### src/hw/rtl/bfa_pkg.sv
`timescale 1ns / 1ps
// Shared constants for the bitmap frame allocator.
// No dependencies; imported by the allocator core and the divider.
package bfa_pkg;

  localparam int ADDR_W    = 22;  // byte address fields
  localparam int COUNT_W   = 11;  // frame count field
  localparam int STATUS_W  = 2;
  localparam int WORD_BITS = 8;   // frames held in one bitmap word

  // request kinds
  localparam logic FUNC_ALLOC = 1'b0;
  localparam logic FUNC_FREE  = 1'b1;

  // result status codes
  localparam logic [STATUS_W-1:0] ST_DONE  = 2'd0;
  localparam logic [STATUS_W-1:0] ST_NORUN = 2'd1;
  localparam logic [STATUS_W-1:0] ST_BAD   = 2'd2;

endpackage

### src/hw/rtl/bitmap_frame_allocator_core.sv
`timescale 1ns / 1ps
// Bitmap first-fit page frame allocator. One request in flight, one response per request.
// Allocate: word scan (one bitmap word a cycle), read-modify-write sweep over the run's
// words, then a multiply step to scale the address. No fit gives ST_NORUN after the
// whole scan; an oversized count gives ST_NORUN and a zero count ST_BAD, both unscanned.
// Free: reciprocal-multiply divide then one read-modify-write (skipped on a bad address).
// Reset: clearing pass over all DEPTH words (128 by default), no request taken meanwhile.
module bitmap_frame_allocator_core import bfa_pkg::*; #(
  parameter int FRAME_COUNT = 1024,
  parameter int FRAME_BYTES = 4096
) (
  input  logic                clk,
  input  logic                rst,
  // request channel
  input  logic                req_valid,
  output logic                req_stall,
  input  logic                func,
  input  logic [COUNT_W-1:0]  frame_count,
  input  logic [ADDR_W-1:0]   free_address,
  // response channel
  output logic                rsp_valid,
  input  logic                rsp_stall,
  output logic [STATUS_W-1:0] status,
  output logic [ADDR_W-1:0]   run_address
);

  // Bitmap geometry: words of WORD_BITS frames, tail bits of the last word act as used.
  // Next request is taken the cycle after the response register loads.
  localparam int DEPTH = (FRAME_COUNT + WORD_BITS - 1) / WORD_BITS;
  localparam int AW    = (DEPTH > 1) ? $clog2(DEPTH) : 1;
  localparam int PW    = $clog2(WORD_BITS);
  localparam int IW    = AW + PW;              // frame index
  localparam int PTR_W = AW + 1;               // word pointer, can reach DEPTH
  localparam int RW    = COUNT_W + 1;          // running free-run length
  localparam int SW    = (IW + 1 > COUNT_W) ? IW + 1 : COUNT_W;
  localparam logic [WORD_BITS-1:0] PAD_MASK =
    ~({WORD_BITS{1'b1}} >> (DEPTH * WORD_BITS - FRAME_COUNT));

  typedef enum logic [8:0] {
    S_CLEAR   = 9'b000000001,
    S_IDLE    = 9'b000000010,
    S_DIV     = 9'b000000100,
    S_FREE_RD = 9'b000001000,
    S_FREE_WR = 9'b000010000,
    S_SCAN    = 9'b000100000,
    S_MARK    = 9'b001000000,
    S_MUL     = 9'b010000000,
    S_DONE    = 9'b100000000
  } state_t;

  state_t state, state_next;

  logic [PTR_W-1:0]    ptr;         // clear / scan / mark word pointer
  logic                rd_pend;     // a RAM read was issued last cycle
  logic [AW-1:0]       rd_word;     // word address of that read
  logic [RW-1:0]       run;         // free frames ending at the previous word
  logic [COUNT_W-1:0]  want;
  logic [IW-1:0]       first_frame; // run start, or the frame to free
  logic [IW-1:0]       last_frame;
  logic [STATUS_W-1:0] res_status;
  logic [ADDR_W-1:0]   res_addr;

  logic                req_take;
  logic                rsp_load;
  logic                count_bad;
  logic                count_long;

  // bitmap RAM
  logic                 ram_we;
  logic [AW-1:0]        ram_waddr;
  logic [WORD_BITS-1:0] ram_wdata;
  logic                 ram_re;
  logic [AW-1:0]        ram_raddr;
  logic [WORD_BITS-1:0] ram_rdata;

  // address divider
  logic              div_start;
  logic              div_done;
  logic [ADDR_W-1:0] div_quot;
  logic              quot_bad;

  // scan datapath
  logic [WORD_BITS-1:0] used_eff;
  logic [RW-1:0]        run_acc;
  logic                 hit;
  logic [PW-1:0]        hit_pos;
  logic [IW-1:0]        end_frame;
  logic [IW-1:0]        first_calc;
  logic                 last_word;
  logic                 scan_re;

  // mark datapath
  logic [AW-1:0]        first_word;
  logic [AW-1:0]        end_word;
  logic [WORD_BITS-1:0] mark_mask;
  logic                 mark_re;
  logic [WORD_BITS-1:0] free_mask;

  bfa_ram #(
    .WIDTH(WORD_BITS),
    .DEPTH(DEPTH)
  ) u_bitmap (
    .clk  (clk),
    .we   (ram_we),
    .waddr(ram_waddr),
    .wdata(ram_wdata),
    .re   (ram_re),
    .raddr(ram_raddr),
    .rdata(ram_rdata)
  );

  bfa_div #(
    .DIVISOR(FRAME_BYTES)
  ) u_div (
    .clk     (clk),
    .rst     (rst),
    .start   (div_start),
    .dividend(free_address),
    .done    (div_done),
    .quotient(div_quot)
  );

  assign req_stall  = (state != S_IDLE);
  assign req_take   = req_valid && !req_stall;
  assign rsp_load   = (state == S_DONE) && (!rsp_valid || !rsp_stall);
  assign count_bad  = (frame_count == '0);
  assign count_long = 32'(frame_count) > FRAME_COUNT;
  assign div_start  = req_take && (func == FUNC_FREE);
  assign quot_bad   = 32'(div_quot) >= FRAME_COUNT;

  // --- scan: extend the free run across one word, look for the first end of a long enough run
  assign last_word = (rd_word == AW'(DEPTH - 1));
  assign used_eff  = ram_rdata | (last_word ? PAD_MASK : '0);

  always_comb begin
    run_acc = run;
    hit     = 1'b0;
    hit_pos = '0;
    for (int p = 0; p < WORD_BITS; p++) begin
      if (used_eff[p]) begin
        run_acc = '0;
      end else begin
        run_acc = run_acc + 1'b1;
      end
      if (!used_eff[p] && !hit && run_acc == RW'(want)) begin
        hit     = 1'b1;
        hit_pos = PW'(p);
      end
    end
  end

  assign end_frame  = {rd_word, hit_pos};
  assign first_calc = IW'(SW'(end_frame) + SW'(1) - SW'(want));
  assign scan_re    = (state == S_SCAN) && (ptr < PTR_W'(DEPTH));

  // --- mark: set the run's bits word by word, keeping the neighbours in the end words
  assign first_word = first_frame[IW-1:PW];
  assign end_word   = last_frame[IW-1:PW];
  assign mark_re    = (state == S_MARK) && (ptr <= {1'b0, end_word});

  always_comb begin
    for (int p = 0; p < WORD_BITS; p++) begin
      mark_mask[p] = ((rd_word != first_word) || (PW'(p) >= first_frame[PW-1:0])) &&
                     ((rd_word != end_word)   || (PW'(p) <= last_frame[PW-1:0]));
    end
  end

  assign free_mask = ~(WORD_BITS'(1) << first_frame[PW-1:0]);

  // --- RAM port control
  always_comb begin
    ram_we    = 1'b0;
    ram_waddr = rd_word;
    ram_wdata = '0;
    ram_re    = 1'b0;
    ram_raddr = ptr[AW-1:0];
    unique case (state)
      S_CLEAR: begin
        ram_we    = 1'b1;
        ram_waddr = ptr[AW-1:0];
      end
      S_SCAN: begin
        ram_re = scan_re;
      end
      S_MARK: begin
        ram_re    = mark_re;
        ram_we    = rd_pend;
        ram_wdata = ram_rdata | mark_mask;
      end
      S_FREE_RD: begin
        ram_re    = 1'b1;
        ram_raddr = first_word;
      end
      S_FREE_WR: begin
        ram_we    = 1'b1;
        ram_waddr = first_word;
        ram_wdata = ram_rdata & free_mask;
      end
      default: begin
      end
    endcase
  end

  // --- sequencer
  always_comb begin
    state_next = state;
    unique case (state)
      S_CLEAR: begin
        if (ptr == PTR_W'(DEPTH - 1)) state_next = S_IDLE;
      end
      S_IDLE: begin
        if (req_take) begin
          priority if (func == FUNC_FREE) state_next = S_DIV;
          else if (count_bad || count_long) state_next = S_DONE;
          else state_next = S_SCAN;
        end
      end
      S_DIV: begin
        if (div_done) state_next = quot_bad ? S_DONE : S_FREE_RD;
      end
      S_FREE_RD: state_next = S_FREE_WR;
      S_FREE_WR: state_next = S_DONE;
      S_SCAN: begin
        priority if (rd_pend && hit) state_next = S_MARK;
        else if (rd_pend && last_word) state_next = S_DONE;
      end
      S_MARK: begin
        if (rd_pend && rd_word == end_word) state_next = S_MUL;
      end
      S_MUL: state_next = S_DONE;
      S_DONE: begin
        if (rsp_load) state_next = S_IDLE;
      end
      default: state_next = S_CLEAR;
    endcase
  end

  always_ff @(posedge clk) begin
    if (rst) begin
      state     <= S_CLEAR;
      ptr       <= '0;
      rd_pend   <= 1'b0;
      rsp_valid <= 1'b0;
    end else begin
      state <= state_next;

      // response register: filled from the result, drained by the consumer
      if (rsp_load) begin
        rsp_valid   <= 1'b1;
        status      <= res_status;
        run_address <= res_addr;
      end else if (!rsp_stall) begin
        rsp_valid <= 1'b0;
      end

      unique case (state)
        S_CLEAR: begin
          ptr <= ptr + 1'b1;
        end
        S_IDLE: begin
          if (req_take) begin
            want     <= frame_count;
            res_addr <= '0;
            ptr      <= '0;
            rd_pend  <= 1'b0;
            run      <= '0;
            priority if (func == FUNC_ALLOC && count_bad) res_status <= ST_BAD;
            else if (func == FUNC_ALLOC && count_long) res_status <= ST_NORUN;
            else res_status <= ST_DONE;
          end
        end
        S_DIV: begin
          if (div_done) begin
            first_frame <= div_quot[IW-1:0];
            res_status  <= quot_bad ? ST_BAD : ST_DONE;
          end
        end
        S_SCAN: begin
          rd_word <= ptr[AW-1:0];
          if (rd_pend) run <= run_acc;
          if (rd_pend && hit) begin
            // run found: restart the pointer at its first word for marking
            first_frame <= first_calc;
            last_frame  <= end_frame;
            ptr         <= {1'b0, first_calc[IW-1:PW]};
            rd_pend     <= 1'b0;
            res_status  <= ST_DONE;
          end else begin
            if (scan_re) ptr <= ptr + 1'b1;
            rd_pend <= scan_re;
            if (rd_pend && last_word) res_status <= ST_NORUN;
          end
        end
        S_MARK: begin
          if (mark_re) ptr <= ptr + 1'b1;
          rd_pend <= mark_re;
          rd_word <= ptr[AW-1:0];
        end
        S_MUL: begin
          res_addr <= ADDR_W'(first_frame * FRAME_BYTES);
        end
        default: begin
        end
      endcase
    end
  end

endmodule

### src/hw/rtl/bfa_ram.sv
`timescale 1ns / 1ps
// Generic simple dual-port RAM: one write port, one read port, registered read.
// Depends on nothing.
module bfa_ram #(
  parameter int WIDTH = 8,
  parameter int DEPTH = 128,
  localparam int AW = (DEPTH > 1) ? $clog2(DEPTH) : 1
) (
  input  logic             clk,
  input  logic             we,
  input  logic [AW-1:0]    waddr,
  input  logic [WIDTH-1:0] wdata,
  input  logic             re,
  input  logic [AW-1:0]    raddr,
  output logic [WIDTH-1:0] rdata
);

  logic [WIDTH-1:0] mem [DEPTH];

  always_ff @(posedge clk) begin
    if (we) begin
      mem[waddr] <= wdata;
    end
    if (re) begin
      rdata <= mem[raddr];
    end
  end

endmodule

### src/hw/rtl/bfa_div.sv
`timescale 1ns / 1ps
// Divider by a fixed divisor: one registered reciprocal multiplication, quotient valid
// with done in the cycle after start. Depends on bfa_pkg.
module bfa_div import bfa_pkg::*; #(
  parameter int DIVISOR = 4096,
  localparam int LW  = $clog2(DIVISOR),
  localparam int SH  = ADDR_W + LW,
  localparam int MW  = ADDR_W + 1,
  localparam int PRW = ADDR_W + MW
) (
  input  logic              clk,
  input  logic              rst,
  input  logic              start,
  input  logic [ADDR_W-1:0] dividend,
  output logic              done,
  output logic [ADDR_W-1:0] quotient
);

  // ceil(2^SH / DIVISOR): exact floor division for every ADDR_W-bit dividend
  localparam logic [MW-1:0] RECIP =
    MW'(((64'd1 << SH) + 64'(DIVISOR) - 64'd1) / 64'(DIVISOR));

  logic [PRW-1:0] prod;

  always_ff @(posedge clk) begin
    if (rst) begin
      done <= 1'b0;
    end else begin
      done <= start;
    end
    if (start) begin
      prod <= PRW'(dividend) * PRW'(RECIP);
    end
  end

  assign quotient = ADDR_W'(prod >> SH);

endmodule
### config.mk
export PLATFORM = sky130hd
export DESIGN_NAME = bitmap_frame_allocator_core
export DESIGN_NICKNAME = d
export VERILOG_FILES = /design/src/hw/rtl/bfa_pkg.sv /design/src/hw/rtl/bitmap_frame_allocator_core.sv /design/src/hw/rtl/bfa_ram.sv /design/src/hw/rtl/bfa_div.sv
export SDC_FILE = /design/constraint.sdc
export NUM_CORES = 2
export LEC_CHECK = 0
export BUFFER_PORTS_ARGS = -buffer_cell sky130_fd_sc_hd__buf_2
export CORE_AREA = 2 2 359 361
export DETAILED_ROUTE_END_ITERATION = 7
export DIE_AREA = 0 0 361 363
export GPL_ROUTABILITY_DRIVEN = 0
export PLACE_DENSITY = 0.57
export SLEW_MARGIN = 20
export SYNTH_ARGS = -nofsm -noshare
export SYNTH_HDL_FRONTEND = slang
export SYNTH_SLANG_ARGS = --single-unit
### constraint.sdc
create_clock -name clk -period 12.57 [get_ports clk]
set_input_delay 2.514 -clock clk [delete_from_list [all_inputs] [get_ports clk]]
set_output_delay 2.514 -clock clk [all_outputs]
set_load 0.01 [all_outputs]
==> results.md <==
* Status: completed
* Routed Antenna Nets at 0
* Die Y at around 360 µm
* First DRT Iteration DRCs at roughly 2800
* Core area at between 0.1 and 0.15 mm²
* RSZ-0062 raised after global routing: no
* FF+latch count, synth at around 1100
* Clock slew at reported path FFs at approximately 0.070 ns
* Minimum hold slack at roughly 0.42 ns
* Slowest cell on crit path: nor4bb_1
* Post-CTS Setup Inserts at 0
* Syn avg cell area at 15.9 µm²
* Overall power at 9650 µW
* Post-synth ARST share at 0%
* Critical path required time at about 13 ns
* Final Non-Filler Cells at 4952
* Final TNS setup at 0 ns
* Area delta synth->final at 11.2%
* Setup Skew at roughly 0.042 ns
* TritonCTS Buffers at roughly 120
* CP startpoint: run[0]$_SDFFCE_PP0P_
* Final WL at 125 mm
* Crit end category: flip-flop
* Sequential area share after synthesis at 67.1%
* YS warnings at 0
* Tcrit/Tclk final at around 86%
* Max-capacitance violation count at 0
* Critical R2R Launch: run[0]$_SDFFCE_PP0P_
* Root cell of the clock tree: clkbuf_16
* Die ar. at ~0.13 mm²
* Synth area leaders: edfxtp_1 66%, mux4_2 11%, xnor2_1 1.8%
* H-tree levels at 3
* Share of cells above drive strength 1 at 17.5%
* Area occupied by registers at around 0.034 mm²
* Detailed Place HPWL at about 75 mm
* Cell area after layout at around 0.056 mm²
* CP Class: reg -> reg
* Crit Path Max Fanout at 9
* Post-synthesis xor/xnor area fraction at 2.88%
* 1st-pass router iterations at 5
* Final nets at about 3300
* PostCTS Resize Cnt at 0
* PortBufs at 39
* Worst skew pair latency at about 0.74 ns
* Worst Path Arrival at 11.45 ns
* First-pass GRT wire length at 184 mm
* Post-DP Area at roughly 0.053 mm²
* Startpoint types: flip-flop
* Reg-to-reg endpoint: ptr[6]$_SDFFE_PP0P_
* Routed vias/inst at between 5 and 6
* Cell variety after synth at around 110
* Placed Instances at 4742
* I/O pin cnt at 64
* GRT Total Usage at between 10% and 20%
* PwrDens at between 150 and 200 mW/mm²
* Cell Rows at ~130
* Multiplexer area fraction after synthesis at about 12%
* Worst slew pin tran at 1.11 ns
* Residual overflow from global routing at 0
* Layout fillers at approximately 11000
* Die width at 361 µm
* WL/cell at ~25 µm
* Final max-slew violation count at 0
* Fmax at 92.5 MHz
* Vias in the first global route at approximately 28000
* Final worst path period need at ~11 ns
* Hold Path Class: reg -> reg
* Most numerous cell in the Yosys netlist: edfxtp_1
* Sinks on Clock Net at 1136
* Antenna violations before repair at 3
* Post-synthesis compound-gate area fraction at under 10%
* Setup crit end: ptr[6]$_SDFFE_PP0P_
* Via count at ~28000
* Synth Area in Simple Gates at about 8.4%
* Commonest cells in the netlist: 1116 x edfxtp_1, 256 x mux4_2, 247 x nor2_1, 228 x nand2_1, 110 x clkbuf_1
* Multi-input gate area at between 0.015 and 0.02 mm²
* CP dominant cell by count: ha_1
* Synth Area in Adders at less than 1%
* Largest family of logic cells by synthesized area: multiplexers
* Worst Reg2Reg Path Length in Cells at 45
* Ys flop type: edfxtp_1
* Drc violations at 0
* Largest net degree at the start of global routing at 129
* Slew HR at 26.0%
* Synthesized cell area at roughly 0.05 mm²
* Mapped Cells at around 3200
* Initial Utilization at 39.8%
* Final hold viol count at 0
* Worst vdd ir at between 0.15 and 0.2 mV
* Post-CTS Hold Buffers at 0
* R2r setup slk at 1.75 ns
* Clock tree buffer depth at 3
* Final setup viols at 0
* Synth area leader: edfxtp_1
* Pleak at ~0.019 µW
* EDFF count, synth at about 1100
* TritonCTS clock tree: yes
* Slowest stage delay, CP at roughly 0.9 ns
* Area share of the largest cell type after synthesis at roughly 66%
==> through the flow <==
stage | util [%] | setup WS [ns]
after detailed placement | 41.4 | 1.88
after CTS | 44.2 | 1.78
final | 44.2 | 1.75
after global routing | 44.2 | 0.726
after global placement | 41.4 | 1.80
after floorplan | - | 3.66
==> cells by family (layout without fill, tap and decap cells) <==
group           Yosys count  in the layout
compound gates          452            452
xor+xnor                157            157
fa+ha+maj                34             34
buf+inv                 235            341
flops                  1136           1136
mux                     300            300
other cells               1             13
simple gates            857            857
==> layer usage <==
metal | routed length [µm] | vias up | GRT usage [%]
li1 | - | 12600 | -
met1 | 55000 | 14500 | 26.4
met2 | 60300 | 790 | 30.8
met3 | 6670 | 177 | 3.03
met4 | 2880 | 0 | 4.91
met5 | 0 | - | 0
==> cell type report <==
cell class	instances	area share, %
inverters	42	0.281
well taps	1662	3.70
clock buffers	135	5.26
diodes	1	0.00446
flip-flops and latches	1136	60.4
multi-input cells	1812	28.1
clock inverters	74	1.15
repair buffers	90	1.14
==> registers in the layout, indices dropped and copies added (netlist names) <==
signal,cells
run_address,10
rsp_valid,1
run,12
res_status,2
u_div.prod,10
res_addr,10
u_bitmap.rdata,8
u_bitmap.mem,1024
first_frame,10
u_div.done,1
rd_word,7
want,11
last_frame,10
rd_pend,1
state,9
status,2
ptr,8
==> placed cells by master (no fill, tap or decap), types with 12 or more instances in the layout <==
cell	count
a311oi_1	35
mux2i_1	26
inv_1	35
a21o_1	21
nor3_1	45
clkbuf_16	115
nand3_1	42
or3_1	18
nand2_1	224
nand4_1	29
clkinv_2	25
and2_0	15
buf_2	39
nor2_1	247
edfxtp_1	1116
a211oi_1	96
ha_1	33
o21ai_0	47
clkbuf_1	20
and3_1	14
o211ai_1	20
mux4_2	256
xnor2_1	106
nor2b_1	18
conb_1	12
xor2_1	45
clkinv_1	31
a31oi_1	43
nor4_1	22
dfxtp_1	20
nand2b_1	17
a21oi_1	91
and2_1	81
buf_4	46
==> where the power goes <==
group / internal [µW] / switching (µW) / leakage [µW]
Combinational: 760 / 1280 / 0.00561
Clock: 1840 / 1460 / 0.00176
Sequential: 4260 / 42.3 / 0.0113
==> worst min path at each step <==
stage	start	end	cells past startpoint
finish	res_status[1]$_DFFE_PP_	status[1]$_DFFE_PP_	0
global route	res_status[1]$_DFFE_PP_	status[1]$_DFFE_PP_	0
CTS	res_status[0]$_DFFE_PP_	status[0]$_DFFE_PP_	0
detailed placement	res_status[0]$_DFFE_PP_	status[0]$_DFFE_PP_	0
global placement	res_addr[14]$_SDFFCE_PP0P_	run_address[14]$_DFFE_PP_	0
floorplan	res_addr[12]$_SDFFCE_PP0P_	run_address[12]$_DFFE_PP_	0
==> critical path: cells and delay by family, from the launching register on <==
family	cells	cell delay, ns
flip-flops	1	0.58
buffers and inverters	5	0.34
adder cells (fa/ha/maj)	8	2.65
AND/OR/NAND/NOR	13	3.21
XOR/XNOR	4	1.00
multiplexers	2	0.49
AO/OA/AOI/OAI	13	2.47
Power figures use the tool's default switching activity.
